===== src/sv/fba_pkg.sv =====
`timescale 1ns / 1ps
`default_nettype none
// fba_pkg: shared constants, codes, types and helpers for the free block allocator.
// Depends on nothing; every other source file but fba_ram imports it.

package fba_pkg;

   // pool geometry
   localparam int NUM_BLOCKS = 8192;
   localparam int ADDR_W     = $clog2(NUM_BLOCKS);

   // fixed field widths
   localparam int IDX_W = 13;
   localparam int CNT_W = 14;

   localparam logic [CNT_W-1:0] NUM_BLOCKS_CNT = CNT_W'(NUM_BLOCKS);
   localparam logic [IDX_W:0]   BLK_LIMIT      = (IDX_W+1)'(NUM_BLOCKS);
   localparam logic [ADDR_W-1:0] LAST_ADDR     = ADDR_W'(NUM_BLOCKS - 1);

   // response buffer depth
   localparam int OUT_DEPTH = 3;
   localparam int OUT_PTR_W = $clog2(OUT_DEPTH);
   localparam int OUT_OCC_W = $clog2(OUT_DEPTH + 1);

   // request function codes
   localparam logic FUNC_ALLOC = 1'b0;
   localparam logic FUNC_FREE  = 1'b1;

   typedef enum logic [1:0] {
      ST_OK     = 2'd0,
      ST_EMPTY  = 2'd1,
      ST_REJECT = 2'd2
   } fba_status_type;

   typedef struct packed {
      logic [IDX_W-1:0] granted_index;
      fba_status_type   status;
      logic [CNT_W-1:0] free_count;
   } fba_result_type;

   function automatic logic [ADDR_W-1:0] wrap_next(input logic [ADDR_W-1:0] p);
      return (p == LAST_ADDR) ? '0 : p + 1'b1;
   endfunction

endpackage

`default_nettype wire


===== src/sv/fba_rsp_if.sv =====
`timescale 1ns / 1ps
`default_nettype none
// fba_rsp_if: response channel (valid/ready plus grant, status and free count).
// Depends on fba_pkg for the field widths.

interface fba_rsp_if import fba_pkg::*; ();
   logic             valid;
   logic             ready;
   logic [IDX_W-1:0] granted_index;
   logic [1:0]       status;
   logic [CNT_W-1:0] free_count;

   modport source (output valid, output granted_index, output status,
                   output free_count, input ready);
   modport sink   (input valid, input granted_index, input status,
                   input free_count, output ready);
endinterface

`default_nettype wire


===== src/sv/fba_rsp_fifo.sv =====
`timescale 1ns / 1ps
`default_nettype none
// fba_rsp_fifo: three-entry response buffer driving the response channel, with
// a credit signal back to the request stage. Uses fba_pkg, fba_rsp_if.

module fba_rsp_fifo import fba_pkg::*; (
   input  logic           clock,
   input  logic           reset,
   input  logic           push,
   input  fba_result_type push_data,
   output logic           space_ok,
   fba_rsp_if.source      rsp
);

   fba_result_type       entry_ff [OUT_DEPTH];
   logic [OUT_PTR_W-1:0] wr_ptr_ff, wr_ptr_in;
   logic [OUT_PTR_W-1:0] rd_ptr_ff, rd_ptr_in;
   logic [OUT_OCC_W-1:0] occ_ff, occ_in;
   logic                 pop;

   localparam logic [OUT_PTR_W-1:0] LAST_PTR = OUT_PTR_W'(OUT_DEPTH - 1);
   localparam logic [OUT_OCC_W:0]   SPACE_LIMIT = (OUT_OCC_W+1)'(OUT_DEPTH - 1);

   assign pop       = rsp.valid && rsp.ready;
   assign rsp.valid = occ_ff != '0;
   assign rsp.granted_index = entry_ff[rd_ptr_ff].granted_index;
   assign rsp.status        = entry_ff[rd_ptr_ff].status;
   assign rsp.free_count    = entry_ff[rd_ptr_ff].free_count;

   // a request in the core stage already holds a slot
   assign space_ok = ({1'b0, occ_ff} + (OUT_OCC_W+1)'(push)) <= SPACE_LIMIT;

   always_comb begin
      wr_ptr_in = wr_ptr_ff;
      rd_ptr_in = rd_ptr_ff;
      occ_in    = occ_ff;
      if (push) begin
         wr_ptr_in = (wr_ptr_ff == LAST_PTR) ? '0 : wr_ptr_ff + 1'b1;
      end
      if (pop) begin
         rd_ptr_in = (rd_ptr_ff == LAST_PTR) ? '0 : rd_ptr_ff + 1'b1;
      end
      if (push && !pop) begin
         occ_in = occ_ff + 1'b1;
      end else if (pop && !push) begin
         occ_in = occ_ff - 1'b1;
      end
   end

   always_ff @(posedge clock) begin
      if (reset) begin
         wr_ptr_ff <= '0;
         rd_ptr_ff <= '0;
         occ_ff    <= '0;
      end else begin
         wr_ptr_ff <= wr_ptr_in;
         rd_ptr_ff <= rd_ptr_in;
         occ_ff    <= occ_in;
      end
   end

   always_ff @(posedge clock) begin
      if (push) begin
         entry_ff[wr_ptr_ff] <= push_data;
      end
   end

   a_no_overflow: assert property (@(posedge clock) disable iff (reset)
      push |-> occ_ff != OUT_OCC_W'(OUT_DEPTH))
      else $error("response buffer overflow");

   a_occ_bound: assert property (@(posedge clock) disable iff (reset)
      occ_ff <= OUT_OCC_W'(OUT_DEPTH))
      else $error("response buffer occupancy out of range");

   a_push_counts: assert property (@(posedge clock) disable iff (reset)
      (push && !pop) |=> occ_ff == $past(occ_ff) + 1'b1)
      else $error("push not counted");

endmodule

`default_nettype wire


===== src/flat_wrapper.sv =====
// flat-port wrapper written by rule: the top's interface ports become plain ports
module fba_rsp_fifo_flat import fba_pkg::*;
  (clock, reset, push, push_data, space_ok, rsp_valid, rsp_granted_index, rsp_status, rsp_free_count, rsp_ready);
  fba_rsp_if rsp_i ();
  input  logic clock;
  input  logic reset;
  input  logic push;
  input  fba_result_type push_data;
  output logic space_ok;
  output wire logic [$bits(rsp_i.valid)-1:0] rsp_valid;
  output wire logic [$bits(rsp_i.granted_index)-1:0] rsp_granted_index;
  output wire logic [$bits(rsp_i.status)-1:0] rsp_status;
  output wire logic [$bits(rsp_i.free_count)-1:0] rsp_free_count;
  input wire logic [$bits(rsp_i.ready)-1:0] rsp_ready;
  assign rsp_valid = rsp_i.valid;
  assign rsp_granted_index = rsp_i.granted_index;
  assign rsp_status = rsp_i.status;
  assign rsp_free_count = rsp_i.free_count;
  assign rsp_i.ready = rsp_ready;
  fba_rsp_fifo u_core (.clock(clock), .reset(reset), .push(push), .push_data(push_data), .space_ok(space_ok), .rsp(rsp_i));
endmodule

===== config.mk =====
export PLATFORM = sky130hd
export DESIGN_NAME = fba_rsp_fifo_flat
export DESIGN_NICKNAME = d
export VERILOG_FILES = /design/src/sv/fba_pkg.sv /design/src/sv/fba_rsp_if.sv /design/src/sv/fba_rsp_fifo.sv /design/src/flat_wrapper.sv
export SDC_FILE = /design/constraint.sdc
export NUM_CORES = 1
export LEC_CHECK = 0
export ABC_AREA = 1
export BUFFER_PORTS_ARGS = -buffer_cell sky130_fd_sc_hd__buf_4
export CAP_MARGIN = 20
export CELL_PAD_IN_SITES_DETAIL_PLACEMENT = 0
export CELL_PAD_IN_SITES_GLOBAL_PLACEMENT = 2
export CORE_MARGIN = 1.5
export CORE_UTILIZATION = 38
export CTS_CLUSTER_DIAMETER = 120
export CTS_CLUSTER_SIZE = 12
export DETAILED_ROUTE_END_ITERATION = 16
export PLACE_DENSITY = 0.89
export SYNTH_ARGS = -nofsm -noshare
export SYNTH_HDL_FRONTEND = slang
export SYNTH_SLANG_ARGS = --single-unit

===== constraint.sdc =====
create_clock -name clock -period 3.7 [get_ports clock]
set_input_delay 0.185 -clock clock [delete_from_list [all_inputs] [get_ports clock]]
set_output_delay 0.185 -clock clock [all_outputs]
set_load 0.02 [all_outputs]

* After elaboration in Yosys (flattened, before gate mapping)
Memory sizes are Yosys's and may differ from the RTL's. A register that Yosys moved wholly into a read port is not among the register bits. Cells that the tools add are included.
Storage, ports and cells: memories 1, bits in latches 0, input bits 33, output and inout bits 31, ROM bits 0, bits in registers 6, bits in writable memories 87
Cells by class: divide/modulo/power cells 0, shift-type cells 0, $add $sub $neg 5, bitwise operators 0, equal/unequal tests 2, reduce and logical (&&, ||, !) cells 7, multiplexer cells 8, multiply operators 0, order comparisons 1
Memories:
- u_core.entry_ff | depth 3, bits a word 29, rd ports 1, clocked after Yosys merged registers in 1, wr ports 1, line fba_rsp_fifo.sv:15 | fba_result_type entry_ff [OUT_DEPTH];
Operators by type and width (count):
- 2-bit two-way mux | 6
- 2-bit by 1-bit adder with 2-bit output, second input constant | 3
- 2-bit equality test, second input constant | 2
- 2-bit nonzero test | 2
- 2-bit by 1-bit adder with 3-bit output | 1
- 3-bit by 2-bit <= comparator with 1-bit output, second input constant | 1
- 1-bit logical AND | 3
- 1-bit zero test | 2
- 1-bit two-way mux | 2
- 2-bit by 1-bit subtractor with 2-bit output, second input constant | 1

* Depth between registers and ports, before layout
Gate-level depths: netlist (run 1).
depth in word-level cells 5, mapped depth 9

* Worst setup path before layout (run 1)
No wires, ideal clock.
path type reg2reg, start register u_core.wr_ptr_ff[1], end memory u_core.entry_ff[2][0] in the netlist's numbering (enable), cell stages (with the launch flop) 3, arrival time 2367 ps, slack 882 ps, buffers on the path 0, data required time 3249 ps, setup time 451 ps, cell sequence dfxtp_1 > inv_1 > nor3_1
RTL lines:
- start: declaration | line fba_rsp_fifo.sv:16 | logic [OUT_PTR_W-1:0] wr_ptr_ff, wr_ptr_in;
- start signal: assignment | line fba_rsp_fifo.sv:56 | wr_ptr_ff <= wr_ptr_in;
- end: declaration | line fba_rsp_fifo.sv:15
No word-level cell before the write port.

==> results of run 1 <==
[final cells by class]
class                           instances  area share
Clock buffer                            9      0.0271
Clock inverter                          7      0.0175
Inverter                               17      0.0140
Multi-Input combinational cell        149       0.186
Sequential cell                        95       0.608
Tap cell                              133      0.0365
Timing Repair Buffer                   67       0.111
[through the flow]
stage / area (sq um) / total power, mW
global route: 4560 / 2.63
finish: 4560 / 2.51
floorplan: 3820 / 1.67
detailed placement: 4350 / 1.87
global placement: 4350 / 1.86
CTS: 4560 / 2.54
[where the power goes]
part	internal, mW	total (mW)	switching (mW)
logic	0.223	0.545	0.322
clock network	0.319	0.677	0.358
registers	1.23	1.29	0.0594
[metal layers]
metal  global-route usage  wire length, microns  vias to the layer above
li1                     -                     -                     1096
met1                0.177                  3090                     1066
met2                0.241                  3520                       75
met3               0.0276                   438                        9
met4               0.0530                    80                        0
met5                    0                     0                        -
[registers in the layout, summed over array words and instances, names as in the netlist, named ones only]
signal	flops
u_core.entry_ff	87
u_core.occ_ff	2
u_core.rd_ptr_ff	2
u_core.wr_ptr_ff	2
[worst min-delay path by stage]
stage / startpoint / to / slack (ps) / cells past startpoint
2_1_floorplan: reset / u_core.wr_ptr_ff[0] / 250 / 1
3_3_place_gp: reset / u_core.wr_ptr_ff[0] / 370 / 2
3_5_place_dp: reset / u_core.wr_ptr_ff[0] / 370 / 2
4_1_cts: push_data[16] / u_core.entry_ff[2][16] / 5 / 1
5_1_grt: push_data[12] / u_core.entry_ff[2][12] / 3 / 1
6_report: push_data[16] / u_core.entry_ff[2][16] / 20 / 1
[cells by family after synthesis]
kind of cell / Yosys count / share of synthesized area
AO/OA/AOI/OAI: 64 / 0.106
flip-flops: 95 / 0.725
buffers and inverters: 29 / 0.0537
adder cells (fa/ha/maj): 4 / 0.0131
AND/OR/NAND/NOR: 81 / 0.102
[timing repair]
| action | CTS | global route |
|---|---|---|
| buffers inserted | 0 | 0 |
| endpoints found under the hold margin | 2 | 0 |
| hold buffers | 1 | 0 |
[placed cells by master, fill, tap and decap left out]
cell,Yosys,final
o21ai_0,1,1
o211ai_1,1,1
buf_4,2,66
a21oi_2,21,21
nor2_1,24,24
nor2_4,10,10
o21a_1,1,1
nand2_1,40,40
inv_2,3,3
dfxtp_1,8,6
dlygate4sd3_1,0,1
nand4_1,1,1
edfxtp_1,87,87
a21oi_1,40,40
nand3_1,3,3
clkinvlp_4,0,2
nor3_1,2,1
bufinv_16,0,1
clkbuf_8,0,9
inv_1,14,14
ha_1,4,4
or2_2,1,1
inv_6,0,2
nor3_2,0,1
dfxtp_2,0,2
clkinv_4,0,2
==> impl_metrics.env, run 1 <==
export IMPL_synth_area_sq_um=3820
export IMPL_core_rowCount=36
export IMPL_cts_sinks=95
export IMPL_cp_slowest_cell="dfxtp_2"
export IMPL_worst_pin_slew_ps=890
export IMPL_reg2regPathDepth=4
export IMPL_tns_ps=0
export IMPL_fp_coreArea_sq_um=9770
export IMPL_die_w_microns=103
export IMPL_finalWorstSetupSlack_ps=1260
export IMPL_setup_viol=0
export IMPL_initial_core_util=0.391
export IMPL_cts_tree="built"
export IMPL_pre_cts_slack_ps=1620
export IMPL_power_density_nw_per_um2=550
export IMPL_yosysMostFrequentCell="edfxtp_1"
export IMPL_synth_area_leaders="edfxtp_1 (68%), a21oi_1 (5.2%), a21oi_2 (4.8%)"
export IMPL_multiInputGateArea_sq_um=850
export IMPL_clockBufferDepth=2
export IMPL_yosysWarningCount=0
export IMPL_drive_gt1_frac=0.349
export IMPL_ys_flop_type="edfxtp_1"
export IMPL_stdcell_count=477
export IMPL_path_clk_slew_ps=100
export IMPL_p_leak_nw=1.69
export IMPL_ys_types=21
export IMPL_antenna_found_initial=0
export IMPL_via_count=2246
export IMPL_syn_area_per_cell_sq_um=14.0
export IMPL_critPathTopFamily="flip-flops"
export IMPL_wl_per_cell_microns=14.9
export IMPL_hp_class="input port to flop"
export IMPL_final_util=0.467
export IMPL_synth_edff_count=87
export IMPL_clk_latency_ps=340
export IMPL_slew_headroom=0.406
export IMPL_antenna_cells=0
export IMPL_grt_pass1_wl_microns=10800
export IMPL_dp_hpwl_microns=4350
export IMPL_via_per_inst=4.71
export IMPL_dr_pass1_iters=4
export IMPL_cp_max_fo=30
export IMPL_syn2layout_area_growth_pct=19.4
export IMPL_synthArstFlopShare=0
export IMPL_crit_arrival_ps=2260
export IMPL_htreeDepth=3
export IMPL_skew_ps=7.60
export IMPL_r2r_slack_ps=1940
export IMPL_port_buffers=63
export IMPL_endpoint_kind="output port"
export IMPL_yosys_top_cells_count="edfxtp_1 (87), a21oi_1 (40), nand2_1 (40)"
export IMPL_outcome="complete, no violations"
export IMPL_syn_num_nets=310
export IMPL_nets=376
export IMPL_min_period_ps=2440
export IMPL_cp_depth=4
export IMPL_ys_seq_elements=95
export IMPL_drc_errors=0
export IMPL_synth_top_area_frac=0.683
export IMPL_drv_slew=0
export IMPL_final_seq_area_sq_um=2780
export IMPL_drv_cap=0
export IMPL_ios=64
export IMPL_cts_root_buffer="clkbuf_8"
export IMPL_fillCellCount=905
export IMPL_ir_drop_uv=184
export IMPL_synth_seq_area_share=0.725
export IMPL_max_freq_mhz=410
export IMPL_grt_total_usage=0.140
export IMPL_cts_buffers_inserted=9
export IMPL_gp_congestion=0.684
export IMPL_grt_pass1_vias=2166
export IMPL_startpoint_type="flop"
export IMPL_crit_buf_inv=2
export IMPL_synth_largest_area_cell="edfxtp_1"
export IMPL_ctsResizeCount=0
export IMPL_hold_slack_ps=18.3
export IMPL_dieArea_sq_um=10700
export IMPL_globalRoute_totalOverflow=0
export IMPL_ant_nets=0
export IMPL_grt_max_degree=31
export IMPL_rr_startpoint="u_core.wr_ptr_ff[1]"
export IMPL_synthCells=273
export IMPL_placed_cells=460
export IMPL_routed_wl_microns=7130
export IMPL_path_class="flop to output port"
export IMPL_initialDrtViolationCount=76
export IMPL_cp_cell_sequence="inv_2 > nor2_1 > a21oi_1 > buf_4"
export IMPL_endpoint="rsp_free_count[7]"
export IMPL_reg2reg_to="u_core.entry_ff[1][24]"
export IMPL_fin_crit_sh=0.660
export IMPL_rsz0062_at_grt="no"
export IMPL_hold_viol=0
export IMPL_die_height_microns=103
export IMPL_max_stage_delay_ps=840
export IMPL_cp_data_required_time_ps=3510
No activity file was read; power rests on OpenSTA's default activity.
==> run 2, diff against run 1 <==
- clock period: 3.7 -> 2.39 ns (I/O delays scaled with it)
==> impl_metrics.env, run 2 (synthesized netlist as in run 1, its figures left out) <==
export IMPL_initial_core_util=0.391
export IMPL_clk_latency_ps=360
export IMPL_drv_slew=0
export IMPL_final_seq_area_sq_um=2780
export IMPL_fp_coreArea_sq_um=9770
export IMPL_setup_viol=0
export IMPL_hold_slack_ps=80.3
export IMPL_dieArea_sq_um=10700
export IMPL_grt_pass1_wl_microns=11400
export IMPL_htreeDepth=3
export IMPL_rsz0062_at_grt="no"
export IMPL_globalRoute_totalOverflow=0
export IMPL_path_class="flop to output port"
export IMPL_ios=64
export IMPL_cts_sinks=95
export IMPL_endpoint_kind="output port"
export IMPL_hp_class="input port to flop"
export IMPL_worst_pin_slew_ps=696
export IMPL_ctsResizeCount=0
export IMPL_grt_max_degree=30
export IMPL_drive_gt1_frac=0.324
export IMPL_outcome="complete, no violations"
export IMPL_nets=408
export IMPL_port_buffers=63
export IMPL_skew_ps=7.14
export IMPL_grt_total_usage=0.147
export IMPL_path_clk_slew_ps=80
export IMPL_dr_pass1_iters=5
export IMPL_clockBufferDepth=2
export IMPL_die_height_microns=103
export IMPL_via_count=2356
export IMPL_antenna_found_initial=0
export IMPL_wl_per_cell_microns=14.5
export IMPL_hold_viol=0
export IMPL_max_freq_mhz=525
export IMPL_antenna_cells=0
export IMPL_final_common_cell="edfxtp_1"
export IMPL_cts_tree="built"
export IMPL_largest_reg_flops=87
export IMPL_drc_errors=0
export IMPL_drv_cap=0
export IMPL_cp_data_required_time_ps=2270
export IMPL_dp_hpwl_microns=4370
export IMPL_die_w_microns=103
export IMPL_grt_pass1_vias=2253
export IMPL_multiInputGateArea_sq_um=856
export IMPL_p_leak_nw=1.87
export IMPL_routed_wl_microns=7370
export IMPL_via_per_inst=4.63
export IMPL_fin_crit_sh=0.797
export IMPL_slew_headroom=0.535
export IMPL_min_period_ps=1900
export IMPL_cts_root_buffer="clkbuf_8"
export IMPL_ant_nets=0
export IMPL_core_rowCount=36
export IMPL_gp_congestion=0.741
export IMPL_startpoint_type="flop"
export IMPL_syn2layout_area_growth_pct=29.8
export IMPL_initialDrtViolationCount=103
export IMPL_cts_buffers_inserted=9
export IMPL_tns_ps=0
export IMPL_fillCellCount=832
export IMPL_power_density_nw_per_um2=869
export IMPL_final_cell_mix="edfxtp_1 (87), buf_4 (69), a21oi_1 (40), nand2_1 (40), dlygate4sd3_1 (30)"
export IMPL_ir_drop_uv=316
export IMPL_crit_arrival_ps=1780
export IMPL_cp_max_fo=29
export IMPL_regMostFlops="u_core.entry_ff"
==> run 2: per-stage QoR <==
step / utilization / cell area (sq um) / worst slack (ps) / power [mW] / cells
4_1_cts: 0.508 / 4960 / 432 / 4.36 / 509
3_3_place_gp: 0.448 / 4380 / 860 / 2.89 / 463
3_5_place_dp: 0.448 / 4380 / 828 / 2.90 / 463
5_1_grt: 0.508 / 4960 / 298 / 4.51 / 509
6_report: 0.508 / 4960 / 486 / 4.31 / 509
2_1_floorplan: - / 3830 / 447 / 2.58 / 273
==> run 2: what timing repair did <==
item,4_1_cts,5_1_grt
endpoints found under the hold margin,89,0
hold buffers,30,0
setup buffers,0,0
==> run 2: path summary, 6_finish.rpt <==
kind                       startpoint             endpoint  slack (ps)  cells past startpoint
setup reg to reg     u_core.occ_ff[1]     u_core.occ_ff[1]        1010                      8
hold reg to reg   u_core.wr_ptr_ff[1]  u_core.wr_ptr_ff[1]         480                      2
setup / recovery                 flop        rsp_status[0]         490                      4
hold / removal              rsp_ready                 flop          80                      4
==> run 2: layout make-up <==
cell class | count | area share
Sequential cell | 95 | 0.559
Multi-Input combinational cell | 149 | 0.172
Timing Repair Buffer | 99 | 0.165
Tap cell | 133 | 0.0335
Clock inverter | 7 | 0.0320
Clock buffer | 9 | 0.0250
Inverter | 17 | 0.0129
==> run 2: power by group <==
group          leakage [nW]  switching, mW  total, mW  internal (mW)
logic                 0.861          0.559      0.942          0.383
registers             0.871         0.0466       1.95           1.90
clock network         0.141          0.521       1.42          0.900
total                  1.87           1.13       4.31           3.19
==> run 2: metal layers <==
layer,wire [microns],vias to the layer above,track usage
li1,-,1152,-
met1,3360,1132,0.191
met2,3620,65,0.238
met3,319,7,0.0417
met4,74,0,0.0499
met5,0,-,0
==> run 2: critical path, stage by stage, from the launching register on <==
cell	delay, ps
dfxtp_2	440
inv_2	470
nand2_1	90
a21oi_1	240
buf_4	180
